==> config.mk <==
export PLATFORM = sky130hd
export DESIGN_NAME = elias_gamma_bit_packer_flat
export DESIGN_NICKNAME = d
export VERILOG_FILES = /design/src/hw/rtl/egbp_pkg.sv /design/src/hw/rtl/egbp_if.sv /design/src/hw/rtl/egbp_merge.sv /design/src/hw/rtl/elias_gamma_bit_packer.sv /design/src/flat_wrapper.sv
export SDC_FILE = /design/constraint.sdc
export NUM_CORES = 1
export LEC_CHECK = 0
export BUFFER_PORTS_ARGS = -buffer_cell sky130_fd_sc_hd__buf_2
export CORE_MARGIN = 2
export CORE_UTILIZATION = 30
export CTS_BUF_LIST = sky130_fd_sc_hd__clkbuf_8
export DETAILED_ROUTE_END_ITERATION = 16
export PLACE_DENSITY_LB_ADDON = 0.2
export SETUP_SLACK_MARGIN = 0.05
export SYNTH_ARGS = -nofsm -noshare
export SYNTH_HDL_FRONTEND = slang
export SYNTH_SLANG_ARGS = --single-unit
==> constraint.sdc <==
create_clock -name clk_i -period 5.55 [get_ports clk_i]
set_input_delay 0.2775 -clock clk_i [delete_from_list [all_inputs] [get_ports clk_i]]
set_output_delay 0.2775 -clock clk_i [all_outputs]
set_load 0.005 [all_outputs]
==> src/hw/rtl/egbp_pkg.sv <==
`default_nettype none

package egbp_pkg;

  // fixed field widths of the channels and the default value width
  localparam int unsigned ValueWidth   = 64;
  localparam int unsigned ByteWidth    = 8;
  localparam int unsigned DefValueBits = 64;

  typedef enum logic [2:0] {
    ST_IDLE,
    ST_SEARCH,
    ST_ZERO,
    ST_DATA,
    ST_FLUSH
  } egbp_state_e;

  // leading zeros of one byte, 7 for an all-zero byte
  function automatic logic [2:0] lead_zeros8(input logic [7:0] b);
    logic [2:0] n;
    n = 3'd7;
    for (int i = 0; i < 8; i++) begin
      if (b[i]) begin
        n = 3'(7 - i);
      end
    end
    return n;
  endfunction

endpackage

`default_nettype wire

==> src/hw/rtl/egbp_if.sv <==
`default_nettype none

interface egbp_in_if import egbp_pkg::*; ();
  logic                  valid;
  logic                  ready;
  logic [ValueWidth-1:0] value;
  logic                  end_of_block;

  modport source (output valid, output value, output end_of_block, input ready);
  modport sink   (input valid, input value, input end_of_block, output ready);
endinterface

interface egbp_out_if import egbp_pkg::*; ();
  logic                 valid;
  logic                 ready;
  logic [ByteWidth-1:0] out_byte;
  logic                 run_last;
  logic                 padded_flush;

  modport source (output valid, output out_byte, output run_last, output padded_flush,
                  input ready);
  modport sink   (input valid, input out_byte, input run_last, input padded_flush,
                  output ready);
endinterface

`default_nettype wire

==> src/hw/rtl/egbp_merge.sv <==
`default_nettype none

// appends up to eight code bits to the pending bits and cuts off a full byte
module egbp_merge import egbp_pkg::*; (
  input  logic [ByteWidth-1:0] pend_i,
  input  logic [2:0]           cnt_i,
  input  logic [ByteWidth-1:0] chunk_i,
  input  logic [3:0]           nbits_i,
  output logic [ByteWidth-1:0] byte_o,
  output logic                 full_o,
  output logic [ByteWidth-1:0] pend_o,
  output logic [2:0]           cnt_o
);

  logic [2*ByteWidth-1:0] joined;
  logic [3:0]             total;

  assign joined = {{ByteWidth{1'b0}}, pend_i} | ({{ByteWidth{1'b0}}, chunk_i} << cnt_i);
  assign total  = {1'b0, cnt_i} + nbits_i;

  assign full_o = total[3];
  assign byte_o = joined[ByteWidth-1:0];
  assign pend_o = total[3] ? joined[2*ByteWidth-1:ByteWidth] : joined[ByteWidth-1:0];
  assign cnt_o  = total[2:0];

endmodule

`default_nettype wire

==> src/hw/rtl/elias_gamma_bit_packer.sv <==
`default_nettype none

// channel  dir  modport  payload
// in_i     in   sink     value[63:0], end_of_block
// out_o    out  source   out_byte[7:0], run_last, padded_flush
//
// one item at a time: it is taken while idle, then a leading-zero search one byte
// per cycle, then the zero prefix and the value bits eight per cycle unless a
// held output beat stalls them, then an optional flush beat when the end of the
// block leaves pending bits.
// reset clears the state machine, the pending bits and the output valid flag.
// a held output beat stalls the emit phases; a new item is taken only when idle.
module elias_gamma_bit_packer import egbp_pkg::*; #(
  parameter int unsigned VALUE_BITS = DefValueBits
) (
  input  logic              clk_i,
  input  logic              rst_ni,
  egbp_in_if.sink           in_i,
  egbp_out_if.source        out_o
);

  localparam int unsigned XW = VALUE_BITS + 1;
  localparam int unsigned NB = (XW + 7) / 8;
  localparam int unsigned PW = NB * 8;
  localparam int unsigned DW = $clog2(NB + 1);
  localparam int unsigned KW = $clog2(XW + 1);
  localparam int unsigned RW = $clog2(2 * XW + 8);

  egbp_state_e state_q, state_d;

  logic [PW-1:0]        x_q, x_d;
  logic [DW-1:0]        dcnt_q, dcnt_d;
  logic [KW-1:0]        zr_q, zr_d;
  logic [KW-1:0]        dr_q, dr_d;
  logic [ByteWidth-1:0] pend_q, pend_d;
  logic [2:0]           cnt_q, cnt_d;
  logic                 eob_q, eob_d;

  logic                 out_valid_q;
  logic [ByteWidth-1:0] out_byte_q;
  logic                 out_last_q;
  logic                 out_pad_q;

  logic                 in_acc;
  logic                 slot_free;
  logic [XW-1:0]        x_sum;
  logic [7:0]           top_byte;
  logic                 top_zero;
  logic [2:0]           lz;
  logic [KW-1:0]        k_val;
  logic [3:0]           z_bits;
  logic [3:0]           m_bits;
  logic [KW-1:0]        zr_rest;
  logic [KW-1:0]        dr_rest;
  logic [ByteWidth-1:0] chunk_data;
  logic [ByteWidth-1:0] mrg_chunk;
  logic [3:0]           mrg_nbits;
  logic [ByteWidth-1:0] mrg_byte;
  logic                 mrg_full;
  logic [ByteWidth-1:0] mrg_pend;
  logic [2:0]           mrg_cnt;
  logic [RW-1:0]        fut_zero;
  logic [RW-1:0]        fut_data;

  logic                 emit;
  logic [ByteWidth-1:0] emit_byte;
  logic                 emit_last;
  logic                 emit_pad;

  assign in_acc    = in_i.valid && in_i.ready;
  assign slot_free = !out_valid_q || out_o.ready;

  // successor in one extra bit, so the all-ones value becomes a single high bit
  assign x_sum = {1'b0, in_i.value[VALUE_BITS-1:0]} + XW'(1);

  assign top_byte = x_q[PW-1 -: 8];
  assign top_zero = (top_byte == 8'd0);
  assign lz       = lead_zeros8(top_byte);
  assign k_val    = KW'({dcnt_q, 3'b000} - {{DW{1'b0}}, lz});

  assign z_bits  = (zr_q >= KW'(8)) ? 4'd8 : zr_q[3:0];
  assign m_bits  = (dr_q >= KW'(8)) ? 4'd8 : dr_q[3:0];
  assign zr_rest = zr_q - KW'(z_bits);
  assign dr_rest = dr_q - KW'(m_bits);

  // value bits leave msb first, earliest into bit 0
  always_comb begin
    chunk_data = '0;
    for (int j = 0; j < 8; j++) begin
      chunk_data[j] = x_q[PW-1-j] & (4'(j) < m_bits);
    end
  end

  assign mrg_chunk = (state_q == ST_DATA) ? chunk_data : '0;
  assign mrg_nbits = (state_q == ST_DATA) ? m_bits : z_bits;

  egbp_merge u_merge (
    .pend_i  (pend_q),
    .cnt_i   (cnt_q),
    .chunk_i (mrg_chunk),
    .nbits_i (mrg_nbits),
    .byte_o  (mrg_byte),
    .full_o  (mrg_full),
    .pend_o  (mrg_pend),
    .cnt_o   (mrg_cnt)
  );

  // bits still to come for this item decide whether this beat is its last
  assign fut_zero = RW'(mrg_cnt) + RW'(zr_rest) + RW'(dr_q);
  assign fut_data = RW'(mrg_cnt) + RW'(dr_rest);

  // next state
  always_comb begin
    state_d = state_q;
    unique case (state_q)
      ST_IDLE: begin
        if (in_acc) state_d = ST_SEARCH;
      end
      ST_SEARCH: begin
        if (!(top_zero && dcnt_q > DW'(1))) begin
          state_d = (k_val == KW'(1)) ? ST_DATA : ST_ZERO;
        end
      end
      ST_ZERO: begin
        if (slot_free && zr_rest == '0) state_d = ST_DATA;
      end
      ST_DATA: begin
        if (slot_free && dr_rest == '0) begin
          state_d = (eob_q && mrg_cnt != 3'd0) ? ST_FLUSH : ST_IDLE;
        end
      end
      ST_FLUSH: begin
        if (slot_free) state_d = ST_IDLE;
      end
      default: state_d = ST_IDLE;
    endcase
  end

  // datapath and beat generation
  always_comb begin
    x_d       = x_q;
    dcnt_d    = dcnt_q;
    zr_d      = zr_q;
    dr_d      = dr_q;
    pend_d    = pend_q;
    cnt_d     = cnt_q;
    eob_d     = eob_q;
    emit      = 1'b0;
    emit_byte = '0;
    emit_last = 1'b0;
    emit_pad  = 1'b0;
    unique case (state_q)
      ST_IDLE: begin
        if (in_acc) begin
          x_d    = PW'(x_sum);
          dcnt_d = DW'(NB);
          eob_d  = in_i.end_of_block;
        end
      end
      ST_SEARCH: begin
        if (top_zero && dcnt_q > DW'(1)) begin
          x_d    = x_q << 8;
          dcnt_d = dcnt_q - DW'(1);
        end else begin
          x_d  = x_q << lz;
          zr_d = k_val - KW'(1);
          dr_d = k_val;
        end
      end
      ST_ZERO: begin
        if (slot_free) begin
          zr_d      = zr_rest;
          pend_d    = mrg_pend;
          cnt_d     = mrg_cnt;
          emit      = mrg_full;
          emit_byte = mrg_byte;
          emit_last = (fut_zero < RW'(8)) && !eob_q;
        end
      end
      ST_DATA: begin
        if (slot_free) begin
          x_d       = x_q << 8;
          dr_d      = dr_rest;
          pend_d    = mrg_pend;
          cnt_d     = mrg_cnt;
          emit      = mrg_full;
          emit_byte = mrg_byte;
          emit_last = (fut_data < RW'(8)) && !(eob_q && fut_data != '0);
        end
      end
      ST_FLUSH: begin
        if (slot_free) begin
          emit      = 1'b1;
          emit_byte = pend_q;
          emit_last = 1'b1;
          emit_pad  = 1'b1;
          pend_d    = '0;
          cnt_d     = 3'd0;
        end
      end
      default: ;
    endcase
  end

  always_ff @(posedge clk_i or negedge rst_ni) begin
    if (!rst_ni) begin
      state_q     <= ST_IDLE;
      pend_q      <= '0;
      cnt_q       <= 3'd0;
      out_valid_q <= 1'b0;
    end else begin
      state_q <= state_d;
      pend_q  <= pend_d;
      cnt_q   <= cnt_d;
      if (emit) begin
        out_valid_q <= 1'b1;
      end else if (out_o.ready) begin
        out_valid_q <= 1'b0;
      end
    end
  end

  always_ff @(posedge clk_i) begin
    x_q    <= x_d;
    dcnt_q <= dcnt_d;
    zr_q   <= zr_d;
    dr_q   <= dr_d;
    eob_q  <= eob_d;
    if (emit) begin
      out_byte_q <= emit_byte;
      out_last_q <= emit_last;
      out_pad_q  <= emit_pad;
    end
  end

  assign in_i.ready         = (state_q == ST_IDLE);
  assign out_o.valid        = out_valid_q;
  assign out_o.out_byte     = out_byte_q;
  assign out_o.run_last     = out_last_q;
  assign out_o.padded_flush = out_pad_q;

endmodule

`default_nettype wire
==> src/flat_wrapper.sv <==
// flat-port wrapper written by rule: the top's interface ports become plain ports
module elias_gamma_bit_packer_flat import egbp_pkg::*;
#(
  parameter int unsigned VALUE_BITS = DefValueBits
)
  (clk_i, rst_ni, in_i_valid, in_i_value, in_i_end_of_block, in_i_ready, out_o_valid, out_o_out_byte, out_o_run_last, out_o_padded_flush, out_o_ready);
  egbp_in_if in_i_i ();
  egbp_out_if out_o_i ();
  input  logic clk_i;
  input  logic rst_ni;
  input wire logic [$bits(in_i_i.valid)-1:0] in_i_valid;
  input wire logic [$bits(in_i_i.value)-1:0] in_i_value;
  input wire logic [$bits(in_i_i.end_of_block)-1:0] in_i_end_of_block;
  output wire logic [$bits(in_i_i.ready)-1:0] in_i_ready;
  output wire logic [$bits(out_o_i.valid)-1:0] out_o_valid;
  output wire logic [$bits(out_o_i.out_byte)-1:0] out_o_out_byte;
  output wire logic [$bits(out_o_i.run_last)-1:0] out_o_run_last;
  output wire logic [$bits(out_o_i.padded_flush)-1:0] out_o_padded_flush;
  input wire logic [$bits(out_o_i.ready)-1:0] out_o_ready;
  assign in_i_i.valid = in_i_valid;
  assign in_i_i.value = in_i_value;
  assign in_i_i.end_of_block = in_i_end_of_block;
  assign in_i_ready = in_i_i.ready;
  assign out_o_valid = out_o_i.valid;
  assign out_o_out_byte = out_o_i.out_byte;
  assign out_o_run_last = out_o_i.run_last;
  assign out_o_padded_flush = out_o_i.padded_flush;
  assign out_o_i.ready = out_o_ready;
  elias_gamma_bit_packer #(.VALUE_BITS(VALUE_BITS)) u_core (.clk_i(clk_i), .rst_ni(rst_ni), .in_i(in_i_i), .out_o(out_o_i));
endmodule
==> results.md <==
* Clk Latency, worst-skew pair at 0.45 ns
* Required @ worst endpoint at 5.86 ns
* Gr usage total at 17.6%
* Setup Viol. Count Final at 0
* Clock Pin Slew Worst Setup and Hold Paths at 0.09 ns
* Fin nets at 1295
* CTS Hold Bufs at 1
* Synth area leader: edfxtp_1
* CP endpoint kind: register
* GPL Wtd Cong at 0.854
* Status: complete, no violations
* RR Endpoint: u_core.out_o.run_last
* Slew Limit Fails at 0
* Synth Flop Type: edfxtp_1
* Die ar. at 36900 um2
* Num Clock Sinks at 116
* Largest cells by area after synthesis: edfxtp_1, mux2i_1, nand2_1
* Hold EP: u_core.x_q[54]
* Count leader, synth: nand2_1
* Async SR Flop Fraction at 12.9%
* Peak supply drop at 0.365 mV
* RSZ-0062 raised after global routing: false
* First-pass GRT wire length at 51.0 mm
* Worst r2r src: u_core.dr_q[3]
* Relative slew slack at 24.7%
* R2R setup slack at 0.57 ns
* H-tree lvl count at 4
* DRT Wirelength at 32.4 mm
* Reg2reg path depth at 18
* Vias in the first global route at 8896
* Hpwl dp at 22.6 mm
* Die width at 192 um
* Number of synthesized flops with an enable pin at 101
* Routed vias at 9291
* Ant diodes at 0
* Mapped Cells at 1161
* I/O pins at 81
* Worst Setup Path Type: register to register
* Post-CTS setup buffers at 0
* Final period util at 89.7%
* Proportion of layout cells with a drive suffix above 1 at 14.5%
* Worst EP arrival at 5.28 ns
* Met1 usage at 24.9%
* Synth top area share at 28.6%
* P&R area growth vs syn at 11.2%
* Static leakage at 4.48 nW
* Port Buf Inserts at 80
* Wirelength per Cell at 19.4 um
* Bufs on Longest Clock Path at 2
* Hold slack final at 0.220 ns
* Hold path cells at 3
* CTS tree: yes
* GR Layer Usage met2 at 28.8%
* Initial Util at 30.5%
* FMAX at 201 MHz
* Finished Cell Area at 11800 um2
* CTS Buf Count at 17
* Global route overflow at 0
* Fin. Hold Viols at 0
* Register Area at 3410 um2
* Warnings, synthesis at 0
* Filler Cell Count at 3659
* Synth Register Bits at 116
* Antenna violation net count after detailed routing at 0
* Residual DRC at 0
* Slew @ Worst Pin at 1.12 ns
* Cell area after synthesis at 10600 um2
* Cell variety after synth at 84
* Largest net degree at the start of global routing at 73
* Core area at 34700 um2
* Register area share after synthesis at 32.1%
* Vias per Instance at 5.57
* Area of the multi-input gates at 6750 um2
* Pwr/cell area at 698 nW/um2
* Die H at 192 um
* Tmin final at 4.98 ns
* Avg Cell Area, Syn at 9.13 um2
* Drt initial violations at 804
* Root buf cell: clkbuf_8
* Hold WC Path Type: input pin to register
* Critical-path maximum fanout at 14
* Max-cap check violation count at 0
* Worst setup SP type: register
* GR peak layer: met2
* DP Area at 11400 um2
* Setup TNS at 0 ns
* Initial antenna violation count at 0
* GRT met3 Usage at 2.58%
* Clock skew at 0.0194 ns
* Top post-synthesis cells by count: nand2_1, mux2i_1, edfxtp_1, nor2_1, a21oi_1
* Detailed Routing Iterations Pass 1 at 7
* Cts repair resizes at 0
* FP Rows at 68
* Worst hold path startpoint: in_i_value[54]
-- routing by layer --
layer / part of all wire (%) / wire length, um
met1: 49 / 15700
met2: 46 / 15000
met3: 4.2 / 1360
met4: 0.80 / 259
met5: 0 / 0
-- worst max-delay path: stages, from the launching register on --
cell      delay (ns)
edfxtp_1        0.54
or4_4           0.68
nor2_1          0.25
a32o_1          0.17
ha_1            0.17
inv_1           0.06
fa_1            0.38
xor2_1          0.17
buf_4           0.16
xor2_1          0.14
ha_1            0.30
ha_1            0.29
nand2_1         0.06
nor2_1          0.06
o211a_1         0.23
or4_1           0.50
a211o_1         0.29
a211oi_1        0.23
a211o_1         0.16
-- report_power, final --
group,leakage (nW),internal [mW],switching (mW)
logic,3.11,2.01,3.02
clock network,0.198,0.447,0.408
registers,1.18,1.70,0.658
total,4.48,4.15,4.08
-- layout by cell type (no fill, tap or decap), types with 16 or more instances in the layout --
| cell type | instances |
|---|---|
| mux2i_1 | 141 |
| nor2_1 | 71 |
| nand3_1 | 39 |
| nand2_1 | 162 |
| a22oi_1 | 32 |
| ha_1 | 24 |
| edfxtp_1 | 101 |
| buf_2 | 80 |
| nor3_1 | 26 |
| o21ai_0 | 46 |
| buf_4 | 17 |
| xor2_1 | 32 |
| inv_1 | 21 |
| xnor2_1 | 49 |
| and3_1 | 19 |
| a21oi_1 | 63 |
| a221o_1 | 20 |
| clkbuf_8 | 17 |
| nand4_1 | 16 |
-- logic make-up after synthesis --
kind of cell	Yosys count	share of synthesized area (%)
AO/OA/AOI/OAI	272	17.9
XOR/XNOR	81	6.69
adder cells (fa/ha/maj)	27	3.40
AND/OR/NAND/NOR	397	18.5
multiplexers	159	16.8
flip-flops	116	32.1
buffers and inverters	108	4.54
other	1	0.0354
-- stage by stage --
step | total power, mW | std cells | utilization [%] | setup slack, ns
2_1_floorplan | 6.00 | 1162 | - | 0.812
6_report | 8.23 | 1667 | 34.0 | 0.574
3_5_place_dp | 7.36 | 1633 | 32.7 | 0.618
5_1_grt | 8.89 | 1667 | 34.0 | 0.330
3_3_place_gp | 7.35 | 1633 | 32.7 | 0.742
4_1_cts | 8.25 | 1666 | 33.9 | 0.603
-- registers in the layout, summed over array words and instances, names as in the netlist, 3 cells and up --
register,count
u_core.x_q,72
u_core.pend_q,8
u_core.cnt_q,3
u_core.state_q,3
u_core.zr_q,7
u_core.dcnt_q,4
u_core.dr_q,7
u_core.out_o.out_byte,8
-- cell type report --
| class | count | share of cell area, % |
|---|---|---|
| Inverter | 27 | 0.860 |
| Multi-Input combinational cell | 938 | 57.3 |
| Clock buffer | 17 | 1.98 |
| Clock inverter | 15 | 1.51 |
| Sequential cell | 116 | 28.9 |
| Timing Repair Buffer | 99 | 4.65 |
| Tap cell | 455 | 4.83 |
-- worst max path at each step --
stage,cells after the start,to,startpoint
global route,18,u_core.out_o.run_last,u_core.dr_q[3]
floorplan,19,u_core.out_o.run_last,u_core.dr_q[3]
global placement,18,u_core.out_o.run_last,u_core.dr_q[3]
CTS,18,u_core.out_o.run_last,u_core.dr_q[3]
finish,18,u_core.out_o.run_last,u_core.dr_q[3]
detailed placement,18,u_core.out_o.run_last,u_core.dr_q[3]
Power figures use the tool's default switching activity.
